**src/design/ovl_pkg.sv**
```systemverilog
// shared types and constants for the ordered value list table
// no dependencies; imported by the controller, the datapath and the top level
package ovl_pkg;

   localparam int LIST_DEPTH = 16;
   localparam int IDX_W      = $clog2(LIST_DEPTH);
   localparam int CNT_W      = 5;
   localparam int VAL_W      = 32;
   localparam int POS_W      = 5;
   localparam int REQ_DATA_W = 40;
   localparam int RSP_DATA_W = 40;

   typedef enum logic [2:0] {
      MODE_APPEND = 3'd0,
      MODE_REMOVE = 3'd1,
      MODE_QUERY  = 3'd2,
      MODE_READ   = 3'd3,
      MODE_CLEAR  = 3'd4
   } mode_type;

   typedef enum logic [1:0] {
      STATUS_OK       = 2'd0,
      STATUS_FULL     = 2'd1,
      STATUS_POSITION = 2'd2
   } status_type;

   typedef enum logic {
      CTL_IDLE = 1'b0,
      CTL_EXEC = 1'b1
   } ctl_state_type;

   typedef struct packed {
      logic load;   // capture the request word
      logic exec;   // carry out the request and load the response register
   } ctl_cmd_type;

endpackage

```
**src/design/ordered_value_list_table_top.sv**
```systemverilog
// Ordered value list table, top level.
// One request word on req_ yields exactly one response word on rsp_.
// A request appends a value, removes the first equal entry (later entries
// close up), asks whether a value is present, reads the entry at a 1-based
// position, or clears the list. Every response carries the count after it.
// Sequence: a request is taken into the request registers in the idle state,
// carried out in the execute state, which loads the response register; no
// new request is taken until then, set by the accept/execute sequence of the
// controller over the single bank of entry registers.
// Stalls: while rsp_tready is low the response holds, one more request may
// be taken and waits in the execute state until the response register frees.
// Reset: synchronous, active high; the list becomes empty, no response is
// pending. Entry contents are not cleared, only the count.
// Depends on ovl_pkg, ovl_ctrl and ovl_dpath.
module ordered_value_list_table_top
   import ovl_pkg::*;
(
   input  logic                  clock,
   input  logic                  reset,
   input  logic                  req_tvalid,
   output logic                  req_tready,
   input  logic [REQ_DATA_W-1:0] req_tdata,   // mode[2:0], value[34:3], position[39:35]
   output logic                  rsp_tvalid,
   input  logic                  rsp_tready,
   output logic [RSP_DATA_W-1:0] rsp_tdata    // found[0], read_value[32:1], count[37:33],
                                              // status[39:38]
);

   ctl_cmd_type cmd;

   ovl_ctrl u_ctrl (
      .clock      (clock),
      .reset      (reset),
      .req_tvalid (req_tvalid),
      .req_tready (req_tready),
      .rsp_tvalid (rsp_tvalid),
      .rsp_tready (rsp_tready),
      .cmd        (cmd)
   );

   ovl_dpath u_dpath (
      .clock     (clock),
      .reset     (reset),
      .cmd       (cmd),
      .req_tdata (req_tdata),
      .rsp_tdata (rsp_tdata)
   );

   a_count_bound: assert property (@(posedge clock) disable iff (reset)
      rsp_tvalid |-> (rsp_tdata[37:33] <= CNT_W'(LIST_DEPTH)))
      else $error("response count beyond list depth");

   a_full_count: assert property (@(posedge clock) disable iff (reset)
      (rsp_tvalid && rsp_tdata[39:38] == STATUS_FULL) |->
      (rsp_tdata[37:33] == CNT_W'(LIST_DEPTH)))
      else $error("full status with list not full");

   a_one_at_a_time: assert property (@(posedge clock) disable iff (reset)
      (req_tvalid && req_tready) |=> !req_tready)
      else $error("request taken while another is in progress");

   a_found_no_read: assert property (@(posedge clock) disable iff (reset)
      (rsp_tvalid && rsp_tdata[0]) |-> (rsp_tdata[32:1] == '0 &&
      rsp_tdata[39:38] == STATUS_OK))
      else $error("match flag together with read data or error status");

endmodule

```
**src/design/ovl_ctrl.sv**
```systemverilog
// controller for the ordered value list table: request sequencing and response valid
// depends on ovl_pkg
module ovl_ctrl
   import ovl_pkg::*;
(
   input  logic        clock,
   input  logic        reset,
   input  logic        req_tvalid,
   output logic        req_tready,
   output logic        rsp_tvalid,
   input  logic        rsp_tready,
   output ctl_cmd_type cmd
);

   ctl_state_type state_ff, state_in;
   logic          rsp_valid_ff, rsp_valid_in;
   logic          out_free;

   assign out_free = !rsp_valid_ff || rsp_tready;

   always_comb begin
      state_in = state_ff;
      unique case (state_ff)
         CTL_IDLE: begin
            if (req_tvalid) state_in = CTL_EXEC;
         end
         CTL_EXEC: begin
            if (out_free) state_in = CTL_IDLE;
         end
         default: state_in = CTL_IDLE;
      endcase
   end

   always_comb begin
      req_tready = 1'b0;
      cmd        = '0;
      unique case (state_ff)
         CTL_IDLE: begin
            req_tready = 1'b1;
            cmd.load   = req_tvalid;
         end
         CTL_EXEC: begin
            cmd.exec = out_free;
         end
         default: begin
            req_tready = 1'b0;
         end
      endcase
   end

   // a new response replaces one that leaves in the same cycle
   always_comb begin
      rsp_valid_in = rsp_valid_ff;
      if (cmd.exec)
         rsp_valid_in = 1'b1;
      else if (rsp_tready)
         rsp_valid_in = 1'b0;
   end

   always_ff @(posedge clock) begin
      if (reset) begin
         state_ff     <= CTL_IDLE;
         rsp_valid_ff <= 1'b0;
      end else begin
         state_ff     <= state_in;
         rsp_valid_ff <= rsp_valid_in;
      end
   end

   assign rsp_tvalid = rsp_valid_ff;

endmodule

```
**src/design/ovl_dpath.sv**
```systemverilog
// datapath for the ordered value list table: entry registers, count, compare and close-up
// depends on ovl_pkg
module ovl_dpath
   import ovl_pkg::*;
(
   input  logic                  clock,
   input  logic                  reset,
   input  ctl_cmd_type           cmd,
   input  logic [REQ_DATA_W-1:0] req_tdata,
   output logic [RSP_DATA_W-1:0] rsp_tdata
);

   logic [2:0]       mode_ff;
   logic [VAL_W-1:0] value_ff;
   logic [POS_W-1:0] position_ff;

   logic [VAL_W-1:0] entries_ff [LIST_DEPTH];
   logic [CNT_W-1:0] count_ff, count_in;

   logic [LIST_DEPTH-1:0] match;
   logic [LIST_DEPTH-1:0] at_or_after;
   logic                  any_match;
   logic                  is_full;
   logic                  pos_bad;
   logic [POS_W-1:0]      pos_m1;
   logic [CNT_W-1:0]      count_next;
   logic                  found_in;
   logic [VAL_W-1:0]      read_in;
   status_type            status_in;

   logic                  found_ff;
   logic [VAL_W-1:0]      read_ff;
   logic [CNT_W-1:0]      rsp_count_ff;
   status_type            status_ff;

   always_ff @(posedge clock) begin
      if (cmd.load) begin
         mode_ff     <= req_tdata[2:0];
         value_ff    <= req_tdata[34:3];
         position_ff <= req_tdata[39:35];
      end
   end

   always_comb begin
      for (int k = 0; k < LIST_DEPTH; k++)
         match[k] = (entries_ff[k] == value_ff) && (CNT_W'(k) < count_ff);
   end

   // bits at and above the first match
   assign at_or_after = match | (~match + LIST_DEPTH'(1));
   assign any_match   = |match;
   assign is_full     = (count_ff == CNT_W'(LIST_DEPTH));
   assign pos_m1      = position_ff - POS_W'(1);
   assign pos_bad     = (position_ff == '0) || (position_ff > POS_W'(count_ff));

   always_comb begin
      count_next = count_ff;
      found_in   = 1'b0;
      read_in    = '0;
      status_in  = STATUS_OK;
      unique case (mode_ff)
         MODE_APPEND: begin
            if (is_full) status_in = STATUS_FULL;
            else count_next = count_ff + CNT_W'(1);
         end
         MODE_REMOVE: begin
            found_in = any_match;
            if (any_match) count_next = count_ff - CNT_W'(1);
         end
         MODE_QUERY: begin
            found_in = any_match;
         end
         MODE_READ: begin
            if (pos_bad) status_in = STATUS_POSITION;
            else read_in = entries_ff[pos_m1[IDX_W-1:0]];
         end
         MODE_CLEAR: begin
            count_next = '0;
         end
         default: begin
            count_next = count_ff;
         end
      endcase
   end

   assign count_in = cmd.exec ? count_next : count_ff;

   always_ff @(posedge clock) begin
      if (reset) begin
         count_ff <= '0;
      end else begin
         count_ff <= count_in;
      end
   end

   always_ff @(posedge clock) begin
      if (cmd.exec) begin
         if (mode_ff == MODE_APPEND && !is_full)
            entries_ff[count_ff[IDX_W-1:0]] <= value_ff;
         if (mode_ff == MODE_REMOVE && any_match) begin
            for (int k = 0; k < LIST_DEPTH - 1; k++)
               if (at_or_after[k]) entries_ff[k] <= entries_ff[k+1];
         end
      end
   end

   always_ff @(posedge clock) begin
      if (cmd.exec) begin
         found_ff     <= found_in;
         read_ff      <= read_in;
         rsp_count_ff <= count_next;
         status_ff    <= status_in;
      end
   end

   assign rsp_tdata = {status_ff, rsp_count_ff, read_ff, found_ff};

endmodule

```
**config.mk**
```make
export PLATFORM = sky130hd
export DESIGN_NAME = ordered_value_list_table_top
export DESIGN_NICKNAME = d
export VERILOG_FILES = /design/src/design/ovl_pkg.sv /design/src/design/ordered_value_list_table_top.sv /design/src/design/ovl_ctrl.sv /design/src/design/ovl_dpath.sv
export SDC_FILE = /design/constraint.sdc
export NUM_CORES = 2
export LEC_CHECK = 0
export BUFFER_PORTS_ARGS = -buffer_cell sky130_fd_sc_hd__buf_2
export CAP_MARGIN = 20
export CORE_AREA = 2 2 353 355
export CTS_CLUSTER_SIZE = 28
export DETAILED_ROUTE_END_ITERATION = 8
export DIE_AREA = 0 0 355 357
export PLACE_DENSITY = 0.46
export SYNTH_ARGS = -nofsm -noshare
export SYNTH_HDL_FRONTEND = slang
export SYNTH_HIERARCHICAL = 1
export SYNTH_SLANG_ARGS = --single-unit
```
**constraint.sdc**
```tcl
create_clock -name clock -period 4.4 [get_ports clock]
set_input_delay 0.22 -clock clock [delete_from_list [all_inputs] [get_ports clock]]
set_output_delay 0.22 -clock clock [all_outputs]
set_load 0.01 [all_outputs]
```
; ---- Yosys cells after proc, flatten, opt, wreduce, memory -nomap -nowiden
; Memories as Yosys holds them, arrays and structs flattened. A register that Yosys moved wholly into a read port is not among the register bits.
; Index checks and enable logic that the tools add are counted.
[word_totals]
register_bits = 55
ramBits = 512
input_bits = 44
output_inout_bits = 42
word_cells = 165
n_memories = 1
[classes]
n_addsub = 4
n_lt_le_gt_ge = 17
eq_ne = 21
n_mux = 80
n_bitwise = 4
reduce_logical = 29
[mem_list]
columns = name, depth, width, rd, rd_clocked_by_memory_dff, write_ports, line
row1 = u_dpath.entries_ff, 16, 32, 17, 1, 15, ovl_dpath.sv:17  ; logic [VAL_W-1:0] entries_ff [LIST_DEPTH];
[ops]
columns = op, count
row1 = == test 32 bit, 16
row2 = 2-to-1 mux 1 bit, 72
row3 = "< comparator 4 x 5 -> 1 bit, first input constant", 8
row4 = 2-to-1 mux 32 bit, 1
row5 = OR reduction 32 bit, 1
row6 = "< comparator 3 x 5 -> 1 bit, first input constant", 4
row7 = logical AND 1 bit, 18
row8 = OR reduction 16 bit, 1
row9 = "adder 15 x 1 -> 15 bit, second input constant", 1
row10 = inverter 15 bit, 1
row11 = OR 15 bit, 1
row12 = one-hot mux 5 bit (3 select lines), 1
row13 = "< comparator 1 x 5 -> 1 bit, first input constant", 2
row14 = "< comparator 2 x 5 -> 1 bit, first input constant", 2
row15 = 2-to-1 mux 5 bit, 2
row16 = "== test 3 x 2 -> 1 bit, second input constant", 2
row17 = "adder 5 x 1 -> 5 bit, second input constant", 1
row18 = "== test 5 bit, second input constant", 1
row19 = > comparator 5 bit, 1
row20 = zero test 5 bit, 1
row21 = "subtractor 5 x 1 -> 5 bit, second input constant", 1
row22 = 2-to-1 mux 4 bit, 1
row23 = one-hot mux 2 bit (2 select lines), 1
row24 = OR reduction 2 bit, 2
row25 = 10 further kinds, 13

; ---- Longest topological paths before layout
; An unclocked memory read counts as a cell.
[logic_depth]
word_depth = 12
depth_mapped = 16
ltp_nobuf = 11

; ---- Modules after synthesis
; The synthesis kept the hierarchy.
[by_module_without_submodules]
columns = module, n_inst, cells_each, area_per_inst_um2, seq_area_each_um2
row1 = ovl_dpath, 1, 2704, 36526.3, 17877.1
row2 = ovl_ctrl, 1, 10, 95.1, 40.0

; ---- Least setup slack after synthesis
; Ideal clock, no wire load.
[synth_timing]
path_type = register to register
from = register u_dpath.position_ff[0]
to = register u_dpath.read_ff[13], data pin
setup_time_ns = 0.275
t_arrival_ns = 3.828
required_ns = 4.125
path_slack_ns = 0.297
stages_incl_launch_ff = 13
path_buffers = 7
period_less_slack_ns = 4.103
cell_sequence = edfxtp_1 > clkbuf_1 > buf_1 > clkbuf_1 > buf_1 > inv_1 > ha_1 > clkbuf_1 > clkbuf_1 > clkbuf_1 > mux4_2 > mux2i_1 > a211oi_1
[synth_via]
elab_chain_len = 3
elab_cells_between_ends = 5
cone_classes = add/sub (1) / order compare (1) / reduce/logical (3)
[synth_lines]
columns = element, line
row1 = start: declaration, ovl_dpath.sv:15  ; logic [POS_W-1:0] position_ff;
row2 = start signal: assignment, ovl_dpath.sv:40  ; position_ff <= req_tdata[39:35];
row3 = > comparator 5 bit / zero test 5 bit (equally long branches), ovl_dpath.sv:54  ; assign pos_bad = (position_ff == '0) || (position_ff > POS_W'(count_ff));
row4 = logical OR 1 bit, ovl_dpath.sv:54
row5 = OR reduction 2 bit (no source line), --
row6 = end signal: assignment, ovl_dpath.sv:110  ; read_ff <= read_in;
row7 = end: declaration, ovl_dpath.sv:32  ; logic [VAL_W-1:0] read_ff;
; Several ways; a longest one is shown, not always the timed one.
; A chain may end at the register's enable or synchronous reset.

==> qor.yml <==
grt_max_degree: 97
timing.rr.start: "u_dpath/count_ff[3]"
drive_above_1_share_pct: 33.84
slew_headroom_pct: 32.33
antenna_cells: 0
cts.path.max_buffers: 3
h-tree-depth: 3
synth_seq_cells: 599
io_buffers: 85
grt_first_pass_wirelength_mm: 202.7
cpPeakStageDelay_ns: 0.73
dr.pass1.iters: 5
clk_pin_slew_ns: 0.06
leakage_nw: 14.25
die_h_um: 357
path_class: "flop to flop"
end_kind: "flop"
numClockSinks: 599
finalSetupViolCount: 0
layout.nets: 2883
final-seq-area_um2: 17920
root_buffer: "clkbuf_16"
yosys-top-cells-area: "edfxtp_1 49%, mux2_2 14%, xor2_1 10%"
io_pins: 86
wirelength_mm: 146.1
hpwl_mm: 111.6
gr-total-overflow: 0
drc: 0
fin_crit_ns: 4.193
fmax_mhz: 238.5
fillers: 12010
place_area_um2: 39810
drv_cap: 0
vias_per_cell: 5.510
r2r-end: "u_dpath/entries_ff[10][8]"
die_x_um: 355
gp_congestion: 0.9435
power.total_mw: 14.59
critPathMaxFanout: 33
skew_ns: 0.02515
powerDensity_nw_per_um2: 341.2
ant_nets: 0
syn_area_um2: 36620
slew_viol_final: 0
ctsResizeCount: 0
cpMaxStageDelayCell: "nor2_1"
m1WireLength_mm: 60.81
finalCritPeriodShare_pct: 95.31
fp.coreArea_um2: 123000
hold_violations: 0
wl_per_cell_um: 32.30
vias: 24930
clock_latency_ns: 0.66
synth_top_area_share_pct: 48.54
rsz0062_at_grt: "false"
synth_fp_nets: 2769
layout_commonest_cell: "edfxtp_1"
start_util_pct: 29.78
first_global_vias: 25280
tightest_slew_ns: 1.015
std_cell_rows: 129
endpoint: "u_dpath/entries_ff[10][8]"
worstPathArrival_ns: 4.59
cts_tree: "built"
peakVddDrop_v: 0.0002501
synth.distinct_cells: 64
reg2regPathDepth: 11
setup.worst_path.start_class: "flop"
seq_area_frac_synth_pct: 48.93
ys_warn_count: 6
fin_setup_tns_ns: 0
syn_to_final_growth_pct: 16.78
design_area_um2: 42770
dr_wl_met2_mm: 71.80
die_area_um2: 126700
multi_input_area_um2: 17690
r2r_slack_ns: 0.21
cts_setup_buffers: 0
synthCells: 2714
synth_area_leader_cell: "edfxtp_1"
grt_usage_pct: 22.73
postSynth.asyncResetShare_pct: 0
crit_path_start: "u_dpath/count_ff[3]"
crit_chain: "nor2_1 -> nand3_1 -> nand3_1 -> nor3_1 -> a311o_1 -> nor3_1 -> buf_4 -> nand2_1 -> o211ai_1 -> buf_12 -> mux2_2"
cp.required_ns: 4.80
highest_layer: "met5"
synth_area_per_cell_um2: 13.49
hold_buffers: 44
wl_met3_mm: 7.472
outcome: "complete, no violations"
antenna_found_initial: 3
layout_common_cells: "592 x edfxtp_1, 451 x mux2_2, 422 x xor2_1"
whs_ns: 0.2798
drtIter0Drc: 2624
synth_edf_count: 592
cts_buffers: 77
ys.flop_type: "edfxtp_1"
hold_class: "input pin to flop"
metal layers:
layer	vias to the layer above	global-route usage, %
met2	996	38.64
met1	13000	29.24
li1	10720	-
met5	-	0
met4	2	8.746
met3	210	3.240
worst max-delay path: cells and delay by family (launching register included):
family                 cells  cell delay, ns
AO/OA/AOI/OAI              2            0.68
buffers and inverters      2            0.51
flip-flops                 1            0.44
multiplexers               1            0.36
AND/OR/NAND/NOR            6            1.93
cells in the mapped netlist, types with 6 or more instances:
| cell type | instances |
|---|---|
| edfxtp_1 | 592 |
| mux2_2 | 451 |
| xor2_1 | 422 |
| nor4_1 | 182 |
| clkbuf_1 | 128 |
| mux4_2 | 128 |
| xnor2_1 | 96 |
| buf_2 | 74 |
| a211oi_1 | 65 |
| nor2_1 | 63 |
| nand4_1 | 57 |
| nand2_1 | 52 |
| nor3_1 | 44 |
| nand3_1 | 38 |
| nor2b_1 | 37 |
| mux2i_1 | 34 |
| mux2_4 | 29 |
| buf_1 | 18 |
| a21oi_1 | 15 |
| buf_4 | 15 |
| inv_1 | 13 |
| o21ai_0 | 13 |
| a21o_1 | 12 |
| and3_1 | 12 |
| ha_1 | 11 |
| nand4b_1 | 11 |
| or4_1 | 11 |
| or3_1 | 9 |
| dfxtp_1 | 7 |
| a31oi_1 | 6 |
| and4_1 | 6 |
logic make-up after synthesis:
| kind of cell | Yosys count | share of synthesized area [%] |
|---|---|---|
| AOI/OAI and AO/OA | 138 | 2.658 |
| xor gates and xnor gates | 518 | 12.39 |
| adders and majority gates | 11 | 0.3758 |
| buffers and inverters | 254 | 3.112 |
| DFF | 599 | 48.93 |
| muxes | 642 | 23.86 |
| and+or+nand+nor | 552 | 8.682 |
power by group:
part | total, mW | switching [mW] | internal (mW)
clock network | 6.44 | 2.64 | 3.79
registers | 6.38 | 0.0517 | 6.33
logic | 1.78 | 1.09 | 0.689
worst min path at each step:
stage | startpoint | endpoint | slack, ns | cells after the start
after floorplan | reset | u_ctrl/rsp_tvalid | 0.29 | 1
after detailed placement | req_tdata[18] | u_dpath/value_ff[15] | 0.40 | 1
final | req_tdata[13] | u_dpath/value_ff[10] | 0.28 | 2
after global routing | req_tdata[21] | u_dpath/value_ff[18] | 0.25 | 2
after CTS | req_tdata[21] | u_dpath/value_ff[18] | 0.24 | 2
after global placement | req_tdata[2] | u_dpath/mode_ff[2] | 0.40 | 1
registers in the layout, summed over array words and instances, names as in the netlist:
signal,flops
u_ctrl/rsp_tvalid,1
u_dpath/value_ff,32
u_dpath/read_ff,32
u_dpath/status_ff,2
u_dpath/position_ff,5
u_dpath/rsp_count_ff,5
u_ctrl/state_ff,1
u_dpath/found_ff,1
u_dpath/mode_ff,3
u_dpath/count_ff,5
u_dpath/entries_ff,512
through the flow:
step	util, %	setup WS (ns)	cells
5_1_grt	34.77	0.08451	4524
3_3_place_gp	32.37	0.3001	4342
3_5_place_dp	32.37	0.2990	4342
2_1_floorplan	-	0.2970	2714
6_report	34.77	0.2066	4524
4_1_cts	34.77	0.2670	4524
area by class of cell:
| cell class | instances | area share (%) |
|---|---|---|
| sequential | 599 | 41.89 |
| multi-input combinational | 1861 | 41.35 |
| timing repair buffer | 275 | 5.962 |
| tap | 1637 | 4.789 |
| clock buffer | 92 | 4.786 |
| clock inverter | 46 | 1.091 |
| inverter | 14 | 0.1229 |
Power figures use the tool's default switching activity.
